$ cat src/rtl/core/cpba_pkg.sv
// ----------------------------------------------------------------------------
// Chunk page bitmap allocator package
// Widths, codes, slot entry types and the run mask helper.
// ----------------------------------------------------------------------------
package cpba_pkg;

   localparam int ADDR_W          = 36;
   localparam int COUNT_W         = 4;
   localparam int PAGES_PER_CHUNK = 16;
   localparam int MAP_W           = PAGES_PER_CHUNK;
   localparam int PAGE_IDX_W      = $clog2(PAGES_PER_CHUNK);
   localparam int BASE_W          = ADDR_W - PAGE_IDX_W;
   localparam int DEF_NUM_CHUNKS  = 64;

   localparam logic [1:0] ACT_ALLOC = 2'd0;
   localparam logic [1:0] ACT_ADD   = 2'd1;
   localparam logic [1:0] ACT_FREE  = 2'd2;
   localparam logic [1:0] ACT_NONE  = 2'd3;

   localparam logic [1:0] STAT_OK         = 2'd0;
   localparam logic [1:0] STAT_NO_ROOM    = 2'd1;
   localparam logic [1:0] STAT_TABLE_FULL = 2'd2;
   localparam logic [1:0] STAT_NOT_FOUND  = 2'd3;

   typedef enum logic [1:0] {
      FSM_CLEAR,
      FSM_IDLE,
      FSM_SCAN
   } fsm_state_type;

   typedef struct packed {
      logic              valid;
      logic [BASE_W-1:0] base;
      logic [MAP_W-1:0]  map;
   } slot_entry_type;

   typedef struct packed {
      logic              hit;
      logic              released;
      logic [ADDR_W-1:0] page;
      slot_entry_type    entry;
   } slot_eval_type;

   function automatic logic [MAP_W-1:0] run_mask(input logic [COUNT_W-1:0] count);
      logic [MAP_W:0] one_hot;
      one_hot = (MAP_W + 1)'(1) << count;
      return MAP_W'(one_hot - (MAP_W + 1)'(1));
   endfunction

endpackage

$ cat src/rtl/core/chunk_page_bitmap_allocator_unit.sv
// ----------------------------------------------------------------------------
// Chunk page bitmap allocator
// First-fit page run allocator over a table of chunks with page bitmaps.
// ----------------------------------------------------------------------------
// A request is taken when start is high and busy is low; its one result word
// appears on the rsp_ ports for a single cycle with rsp_strobe, and the
// receiver cannot stall it. The slot table sits in a single-port-read memory
// that one sequencer scans one slot per cycle through a shared slot evaluator;
// the read word is registered, evaluated combinationally, and the result word is
// registered, so a request is answered by the first slot that serves it, or with
// a failure status once the last slot has been evaluated. The unused action
// answers without a scan. A new request may be taken in the cycle in which the
// previous result is shown. After reset the table is cleared one slot per cycle,
// and busy stays high until the last slot has been cleared.
// ----------------------------------------------------------------------------
module chunk_page_bitmap_allocator_unit import cpba_pkg::*; #(
   parameter int NUM_CHUNKS = DEF_NUM_CHUNKS
) (
   input  logic               clock,
   input  logic               reset,
   input  logic               start,
   output logic               busy,
   input  logic [1:0]         req_action,
   input  logic [ADDR_W-1:0]  req_page_addr,
   input  logic [COUNT_W-1:0] req_page_count,
   output logic               rsp_strobe,
   output logic [1:0]         rsp_status,
   output logic [ADDR_W-1:0]  rsp_result_page,
   output logic               rsp_chunk_released
);

   localparam int IDX_W = (NUM_CHUNKS > 1) ? $clog2(NUM_CHUNKS) : 1;
   localparam logic [IDX_W-1:0] LAST_IDX = IDX_W'(NUM_CHUNKS - 1);

   fsm_state_type      state_ff, state_in;
   logic [IDX_W-1:0]   scan_idx_ff, scan_idx_in;
   logic               issue_done_ff, issue_done_in;
   logic               pend_ff, pend_in;
   logic [IDX_W-1:0]   pend_idx_ff, pend_idx_in;
   logic [1:0]         act_ff, act_in;
   logic [ADDR_W-1:0]  addr_ff, addr_in;
   logic [COUNT_W-1:0] count_ff, count_in;
   logic               rsp_strobe_ff, rsp_strobe_in;
   logic [1:0]         rsp_status_ff, rsp_status_in;
   logic [ADDR_W-1:0]  rsp_page_ff, rsp_page_in;
   logic               rsp_rel_ff, rsp_rel_in;
   slot_entry_type     rd_data_ff;

   slot_entry_type     slot_mem [NUM_CHUNKS];
   logic               mem_we;
   logic [IDX_W-1:0]   mem_waddr;
   slot_entry_type     mem_wdata;
   slot_eval_type      eval;
   logic [1:0]         fail_status;

   cpba_slot_eval u_slot_eval (
      .action     (act_ff),
      .page_addr  (addr_ff),
      .page_count (count_ff),
      .entry      (rd_data_ff),
      .eval       (eval)
   );

   always_ff @(posedge clock) begin
      if (mem_we) begin
         slot_mem[mem_waddr] <= mem_wdata;
      end
      rd_data_ff <= slot_mem[scan_idx_ff];
   end

   always_ff @(posedge clock) begin
      if (reset) begin
         state_ff      <= FSM_CLEAR;
         scan_idx_ff   <= '0;
         issue_done_ff <= 1'b0;
         pend_ff       <= 1'b0;
         rsp_strobe_ff <= 1'b0;
      end else begin
         state_ff      <= state_in;
         scan_idx_ff   <= scan_idx_in;
         issue_done_ff <= issue_done_in;
         pend_ff       <= pend_in;
         rsp_strobe_ff <= rsp_strobe_in;
      end
   end

   always_ff @(posedge clock) begin
      pend_idx_ff   <= pend_idx_in;
      act_ff        <= act_in;
      addr_ff       <= addr_in;
      count_ff      <= count_in;
      rsp_status_ff <= rsp_status_in;
      rsp_page_ff   <= rsp_page_in;
      rsp_rel_ff    <= rsp_rel_in;
   end

   always_comb begin
      case (act_ff)
         ACT_ALLOC: fail_status = STAT_NO_ROOM;
         ACT_ADD:   fail_status = STAT_TABLE_FULL;
         ACT_FREE:  fail_status = STAT_NOT_FOUND;
         default:   fail_status = STAT_OK;
      endcase
   end

   always_comb begin
      state_in      = state_ff;
      scan_idx_in   = scan_idx_ff;
      issue_done_in = issue_done_ff;
      pend_in       = pend_ff;
      pend_idx_in   = pend_idx_ff;
      act_in        = act_ff;
      addr_in       = addr_ff;
      count_in      = count_ff;
      rsp_strobe_in = 1'b0;
      rsp_status_in = rsp_status_ff;
      rsp_page_in   = rsp_page_ff;
      rsp_rel_in    = rsp_rel_ff;
      mem_we        = 1'b0;
      mem_waddr     = scan_idx_ff;
      mem_wdata     = '0;

      case (state_ff)
         FSM_CLEAR: begin
            mem_we = 1'b1;
            if (scan_idx_ff == LAST_IDX) begin
               scan_idx_in = '0;
               state_in    = FSM_IDLE;
            end else begin
               scan_idx_in = scan_idx_ff + IDX_W'(1);
            end
         end
         FSM_IDLE: begin
            if (start) begin
               act_in        = req_action;
               addr_in       = req_page_addr;
               count_in      = req_page_count;
               scan_idx_in   = '0;
               issue_done_in = 1'b0;
               pend_in       = 1'b0;
               if (req_action == ACT_NONE) begin
                  rsp_strobe_in = 1'b1;
                  rsp_status_in = STAT_OK;
                  rsp_page_in   = '0;
                  rsp_rel_in    = 1'b0;
               end else begin
                  state_in = FSM_SCAN;
               end
            end
         end
         FSM_SCAN: begin
            pend_in     = !issue_done_ff;
            pend_idx_in = scan_idx_ff;
            if (!issue_done_ff) begin
               if (scan_idx_ff == LAST_IDX) begin
                  issue_done_in = 1'b1;
               end else begin
                  scan_idx_in = scan_idx_ff + IDX_W'(1);
               end
            end
            if (pend_ff) begin
               if (eval.hit) begin
                  mem_we        = 1'b1;
                  mem_waddr     = pend_idx_ff;
                  mem_wdata     = eval.entry;
                  rsp_strobe_in = 1'b1;
                  rsp_status_in = STAT_OK;
                  rsp_page_in   = eval.page;
                  rsp_rel_in    = eval.released;
                  pend_in       = 1'b0;
                  scan_idx_in   = '0;
                  state_in      = FSM_IDLE;
               end else if (pend_idx_ff == LAST_IDX) begin
                  rsp_strobe_in = 1'b1;
                  rsp_status_in = fail_status;
                  rsp_page_in   = '0;
                  rsp_rel_in    = 1'b0;
                  pend_in       = 1'b0;
                  scan_idx_in   = '0;
                  state_in      = FSM_IDLE;
               end
            end
         end
         default: begin
            state_in = FSM_IDLE;
         end
      endcase
   end

   assign busy               = state_ff != FSM_IDLE;
   assign rsp_strobe         = rsp_strobe_ff;
   assign rsp_status         = rsp_status_ff;
   assign rsp_result_page    = rsp_page_ff;
   assign rsp_chunk_released = rsp_rel_ff;

endmodule

$ cat src/rtl/core/cpba_slot_eval.sv
// ----------------------------------------------------------------------------
// Chunk page bitmap allocator slot evaluator
// Decides whether one slot serves the current request and forms its update.
// ----------------------------------------------------------------------------
module cpba_slot_eval import cpba_pkg::*; (
   input  logic [1:0]         action,
   input  logic [ADDR_W-1:0]  page_addr,
   input  logic [COUNT_W-1:0] page_count,
   input  slot_entry_type     entry,
   output slot_eval_type      eval
);

   logic [MAP_W-1:0]      pat;
   logic [MAP_W-1:0]      free_map;
   logic [MAP_W-1:0]      fits;
   logic                  found;
   logic [PAGE_IDX_W-1:0] pos;
   logic [MAP_W-1:0]      clr_map;
   logic [MAP_W-1:0]      left_map;
   logic                  base_match;

   always_comb begin
      pat      = run_mask(page_count);
      free_map = ~entry.map;
      found    = 1'b0;
      pos      = '0;
      for (int k = 0; k < MAP_W; k++) begin
         fits[k] = ((free_map >> k) & pat) == pat;
      end
      for (int k = MAP_W - 1; k >= 0; k--) begin
         if (fits[k]) begin
            found = 1'b1;
            pos   = PAGE_IDX_W'(k);
         end
      end
      clr_map    = pat << page_addr[PAGE_IDX_W-1:0];
      left_map   = entry.map & ~clr_map;
      base_match = entry.valid && (entry.base == page_addr[ADDR_W-1:PAGE_IDX_W]);

      eval       = '0;
      eval.entry = entry;
      case (action)
         ACT_ALLOC: begin
            eval.hit       = entry.valid && (page_count != '0) && found;
            eval.entry.map = entry.map | (pat << pos);
            eval.page      = {entry.base, pos};
         end
         ACT_ADD: begin
            eval.hit         = !entry.valid;
            eval.entry.valid = 1'b1;
            eval.entry.base  = page_addr[ADDR_W-1:PAGE_IDX_W];
            eval.entry.map   = pat;
            eval.page        = {page_addr[ADDR_W-1:PAGE_IDX_W], PAGE_IDX_W'(0)};
         end
         ACT_FREE: begin
            eval.hit         = base_match;
            eval.entry.map   = left_map;
            eval.released    = left_map == '0;
            eval.entry.valid = left_map != '0;
            eval.page        = (left_map == '0) ? {entry.base, PAGE_IDX_W'(0)} : '0;
         end
         default: begin
            eval.hit = 1'b0;
         end
      endcase
   end

endmodule

$ cat config.mk
export PLATFORM = sky130hd
export DESIGN_NAME = chunk_page_bitmap_allocator_unit
export DESIGN_NICKNAME = d
export VERILOG_FILES = /design/src/rtl/core/cpba_pkg.sv /design/src/rtl/core/chunk_page_bitmap_allocator_unit.sv /design/src/rtl/core/cpba_slot_eval.sv
export SDC_FILE = /design/constraint.sdc
export NUM_CORES = 2
export LEC_CHECK = 0
export BUFFER_PORTS_ARGS = -buffer_cell sky130_fd_sc_hd__buf_2
export CAP_MARGIN = 40
export CORE_UTILIZATION = 30
export DETAILED_ROUTE_END_ITERATION = 10
export GPL_TIMING_DRIVEN = 0
export SYNTH_ARGS = -nofsm -noshare
export SYNTH_HDL_FRONTEND = slang
export SYNTH_SLANG_ARGS = --single-unit
$ cat constraint.sdc
create_clock -name clock -period 11.1 [get_ports clock]
set_clock_uncertainty 0.1 [all_clocks]
set_input_delay 0.555 -clock clock [delete_from_list [all_inputs] [get_ports clock]]
set_output_delay 0.555 -clock clock [all_outputs]
set_load 0.005 [all_outputs]
# After elaboration in Yosys (flattened, before gate mapping)
# Memory sizes are Yosys's and may differ from the RTL's. A register that Yosys moved wholly into a read port is not among the register bits.
# Index checks and enable logic that the tools add are counted.
dict set report op_classes {
  bitwise_logic 20
  muxes 98
  eq_ne 31
  n_shift 3
  add_sub_neg 2
  n_reduce_logical 17
}
# operator n
set ops {}
lappend ops {{$eq A16 B16 Y1} 16}
lappend ops {{$mux W36} 6}
lappend ops {{$mux W49} 3}
lappend ops {{$pmux W36 S3} 1}
lappend ops {{$pmux W36 S2} 1}
lappend ops {{$mux W4} 16}
lappend ops {{$mux W6} 10}
lappend ops {{$pmux W16 S3} 1}
lappend ops {{$mux W1} 37}
lappend ops {{$and A16 B16 Y16} 2}
lappend ops {{$eq A32 B32 Y1} 1}
lappend ops {{$mux W32} 1}
lappend ops {{$not A16 Y16} 2}
lappend ops {{$shl A16 B4 Y16} 2}
lappend ops {{$mux W2} 11}
lappend ops {{$pmux W6 S3} 1}
lappend ops {{$and A1 B16 Y16} 1}
lappend ops {{$and A10 B16 Y16} 1}
lappend ops {{$and A11 B16 Y16} 1}
lappend ops {{$and A12 B16 Y16} 1}
lappend ops {{$and A13 B16 Y16} 1}
lappend ops {{$and A14 B16 Y16} 1}
lappend ops {{$and A15 B16 Y16} 1}
lappend ops {{$and A2 B16 Y16} 1}
lappend ops {{other kinds (31)} 52}
dict set report word_totals {
  wordCells 184
  memories 1
  register_bits 98
  in_bits 45
  mem_bits_rw 3136
}
# memory words width read_ports rd_ports_with_merged_regs write_ports line_no
set memory_table {}
lappend memory_table {slot_mem 64 49 1 1 1 chunk_page_bitmap_allocator_unit.sv:49} ;# slot_entry_type slot_mem [NUM_CHUNKS];

# Depth between registers and ports, before layout
dict set report logic_depth {
  ltp_word 27
  mapped_depth 22
}

# By module
# A second synthesis with hierarchy kept.
dict set report hier_totals {
  hier_cells 6147
  hier_area_um2 128774.8
}
# module n_inst area_each_um2 seq_area_each_um2 cells_per_inst
set modules_own_cells {}
lappend modules_own_cells {chunk_page_bitmap_allocator_unit 1 123492.2 97984.0 5344}
lappend modules_own_cells {cpba_slot_eval 1 5282.6 0.0 803}

# Least setup slack after synthesis
# OpenSTA, ideal clock, no wires.
dict set report synth_path {
  path_type {reg2reg}
  from {register count_ff[2]}
  to {memory slot_mem[0][9] (netlist bit), data pin}
  setup_time_ns 0.768
  n_path_buf 7
  slack_ns 3.386
  stages_incl_launch_ff 22
  arrival_time_ns 6.847
  cell_sequence {edfxtp_1 buf_4 buf_6 buf_6 nor2_1 nand3_1 ha_1 buf_2 buf_2 buf_2 a211oi_1 nor2_1 a2111o_1 a211oi_1 nor3_1 o21ai_1 buf_6 and2_1 o21ai_0 a311oi_1 nand3b_1 a311oi_1}
}
# element line_no
set synth_rtl {}
lappend synth_rtl {{from (decl)} chunk_page_bitmap_allocator_unit.sv:42} ;# logic [COUNT_W-1:0] count_ff, count_in;
lappend synth_rtl {{from (signal assigned)} chunk_page_bitmap_allocator_unit.sv:91} ;# count_ff <= count_in;
lappend synth_rtl {{to (decl)} chunk_page_bitmap_allocator_unit.sv:49}

# Worst setup path after layout
dict set report layout_path {
  from {register count_ff[2]}
  to {memory slot_mem[17][17] (netlist bit), enable pin}
}
dict set report layout_via {
  elab_chain_cells 27
}
# element line_no
set layout_rtl {}
lappend layout_rtl {{$shl A1 B4 Y16} cpba_pkg.sv:46} ;# one_hot = (MAP_W + 1)'(1) << count;
lappend layout_rtl {{$sub A16 B1 Y16} cpba_pkg.sv:47} ;# return MAP_W'(one_hot - (MAP_W + 1)'(1));
lappend layout_rtl {{$and A1 B16 Y16} cpba_slot_eval.sv:28} ;# fits[k] = ((free_map >> k) & pat) == pat;
lappend layout_rtl {{$eq A16 B16 Y1} cpba_slot_eval.sv:28}
lappend layout_rtl {{$mux W1 (16 in a row)} cpba_slot_eval.sv:31} ;# if (fits[k]) begin
lappend layout_rtl {{$logic_and A1 B1 Y1 (*)} cpba_slot_eval.sv:44} ;# eval.hit = entry.valid && (page_count != '0) && found;
lappend layout_rtl {{$pmux W1 S3 (*)} cpba_slot_eval.sv:42} ;# case (action)
lappend layout_rtl {{$mux W1} chunk_page_bitmap_allocator_unit.sv:162} ;# if (eval.hit) begin
lappend layout_rtl {{$mux W1} chunk_page_bitmap_allocator_unit.sv:161} ;# if (pend_ff) begin
lappend layout_rtl {{$pmux W1 S2} chunk_page_bitmap_allocator_unit.sv:123} ;# case (state_ff)
lappend layout_rtl {{$mux W1} chunk_page_bitmap_allocator_unit.sv:65} ;# if (mem_we) begin
lappend layout_rtl {{$mux W1 (implied by the code)} chunk_page_bitmap_allocator_unit.sv:66} ;# slot_mem[mem_waddr] <= mem_wdata;
# Mark *: on every way between the ends. The rest lies on a longest branch, timed or not.

==> reports/metrics.cfg <==
[sta]
setup_viol=0
rsz0062_at_grt=no
slew_viol_final=0
maxSlewHeadroom_pct=30.08
period_share_pct=74.65
min_period_ns=8.286
holdWs_ns=0.2358
hold_violations=0
worstMarginPinSlew_ns=1.049
tns_ns=0
max_freq_mhz=120.7

[worst_setup_path]
timing.rr.start=count_ff[2]
worstPathMaxFanout=19
cp-start-kind=flip-flop
r2r_end=slot_mem[17][17]
r2r_cells=22
end_kind=flip-flop
cp_data_arrival_time_ns=8.79
crit_type=reg2reg
critPathMostFrequentCell=buf_6
max_stage_delay_ns=0.86
timing.critical_path.cells=buf_4 -> buf_6 -> buf_6 -> nor2_1 -> nand3_1 -> ha_1 -> buf_2 -> inv_1 -> a222oi_1 -> o2111ai_1 -> a2111oi_2 -> nor4_1 -> a31o_2 -> a21oi_2 -> nand2_1 -> buf_2 -> nor3_1 -> a31oi_2 -> buf_6 -> nor2_4 -> buf_12 -> buf_12
r2r_slack_ns=2.81
crit_slowest_cell=a2111oi_2
crit_required_ns=11.60

[grt]
grt_pass1_wl_um=532400
grt_use_total_pct=17.45
grt_pass1_vias=66600
antenna_found_initial=32
grt_max_degree=49
grt_overflow_total=0

[routing]
drc_errors=0
drt_iter0_drc=8657
dr.pass1.iters=8
vias=66200
drt_wl_total_um=386500
viasPerCell=5.299
ant_nets=0
wl_per_cell_um=30.94

[floorplanning]
core_um2=427600
pin_count=86
start_util_pct=30.16
die_x_um=657.6
rows=240
die_area_um2=432500
die-height_um=657.6

[synthesis]
synthTopCellsByCount=3223 x edfxtp_1, 1017 x mux4_2, 217 x clkbuf_1
synth_ff_type=edfxtp_1
ys_ff_latch=3283
yosysMostFrequentCell=edfxtp_1
yosysUniqueCellTypes=97
yosys_warnings=0
synth.top_cell.area_share_pct=75.05
synth_area_um2=129000
synth_edf_count=3223
avgSynthCellArea_um2=22.73
synthArstFlopShare_pct=0
synth_top_cell_by_area=edfxtp_1
ys_seq_area_share_pct=75.99
synth_cells=5673
syn_nets=5728
synth_area_leaders=edfxtp_1 75%, mux4_2 18%, dfxtp_1 0.93%

[run]
cap_violations=0

[worst_hold_path]
min_from=req_page_addr[4]
hold_depth=2
min_to=addr_ff[4]
hold_class=in2reg

[placement]
place.gp.congestion=0.8810
port_buffers=85
dp_hpwl_um=277500

[cells_and_area]
area_growth_pct=20.29
drive_gt1_share_pct=32.59
fin_nets=6584

[cts]
cts_buffer_depth=4
ctsHoldBuffers=44
cts_tree=done
cts_resized=0
clk_pin_slew_ns=0.06
cts_root_buf=clkbuf_16
numCtsBuffers=331
htree_levels=5
postCtsSetupBuffers=0
clk_latency_ns=0.95
clock-sinks=3283

[pwr]
pwr_density_cell_nw_per_um2=168.2
p_leak_nw=46.49
ir_worst_vdd_v=0.0001163

[status]
outcome=finished clean

-- per-stage QoR --
step | util, % | worst slack (ns) | total power, W | instances | instance area, um2
2_1_floorplan | - | 3.386 | 0.01462 | 5673 | 129000
3_3_place_gp | 31.92 | -3.251 | 0.01520 | 11450 | 136500
3_5_place_dp | 33.70 | 3.162 | 0.01535 | 11840 | 144100
4_1_cts | 36.26 | 3.059 | 0.02624 | 12480 | 155100
5_1_grt | 36.27 | 2.669 | 0.02674 | 12490 | 155100
6_report | 36.28 | 2.814 | 0.02609 | 12490 | 155100
-- cells by family after synthesis --
kind of cell,after synthesis,share of synthesized area (%)
adder cells (fa/ha/maj),12,0.1126
multiplexers,1091,18.35
AO/OA/AOI/OAI,420,2.422
XOR/XNOR,35,0.2377
buffers and inverters,374,1.174
AND/OR/NAND/NOR,458,1.715
flip-flops,3283,75.99
-- how the worst max path moves through the flow --
stage,depth (start not counted),endpoint,slack [ns],startpoint
floorplan,21,slot_mem[0][9],3.39,count_ff[2]
global placement,18,slot_mem[32][9],-3.25,count_ff[2]
detailed placement,21,slot_mem[0][27],3.16,count_ff[2]
CTS,21,slot_mem[0][23],3.06,count_ff[2]
global route,22,slot_mem[3][24],2.67,count_ff[2]
finish,22,slot_mem[17][17],2.81,count_ff[2]
-- layout make-up --
class / count / area (um2)
fill: 38630 / 272500
sequential: 3283 / 97980
multi-input combinational: 2016 / 30440
clock buffer: 427 / 8974
timing repair buffer: 523 / 7520
tap: 5687 / 7116
clock inverter: 176 / 1518
buffer: 344 / 1435
inverter: 30 / 112.6
antenna: 7 / 17.52
-- sequential cells by signal (all words and copies together), names as in the netlist --
register and cells:
act_ff 2, pend_ff 1, rsp_result_page 36, issue_done_ff 1, rsp_strobe 1, state_ff 2
rd_data_ff 49, rsp_status 2, addr_ff 36, rsp_chunk_released 1, count_ff 4, scan_idx_ff 6
slot_mem 3136, pend_idx_ff 6
-- critical path, delay by kind of cell (launching register included) --
kind / cells / cell delay [ns]
adder cells (fa/ha/maj): 1 / 0.31
flip-flops: 1 / 0.52
AO/OA/AOI/OAI: 6 / 2.65
AND/OR/NAND/NOR: 6 / 2.15
buffers and inverters: 9 / 2.15
-- routing by layer --
layer | GRT usage, % | vias up | routed length, um
li1 | - | 26140 | -
met1 | 22.44 | 36040 | 147800
met2 | 28.86 | 3386 | 187300
met3 | 3.860 | 627 | 35090
met4 | 6.636 | 4 | 16250
met5 | 0 | - | 40
-- layout by cell type, fill, tap and decap left out, types with 31 or more instances in the layout --
master / n
edfxtp_1: 3223
mux4_2: 1017
clkbuf_16: 339
clkbuf_1: 275
buf_12: 166
buf_2: 132
buf_6: 105
nor2_4: 96
nand2_1: 93
buf_8: 91
nor2_1: 87
clkinv_1: 77
o21ai_0: 70
a21oi_1: 68
buf_1: 67
dfxtp_1: 60
mux2i_1: 56
clkinv_2: 45
dlygate4sd3_1: 44
a22o_1: 38
nand3_1: 31
xor2_1: 31
-- power breakdown --
part	internal, W	switching [W]	leakage, nW
registers	0.0135	0.0000624	30.0
clock network	0.00625	0.00473	5.13
logic	0.000590	0.000958	11.4
Note: power is estimated with default switching activity, not from simulation.
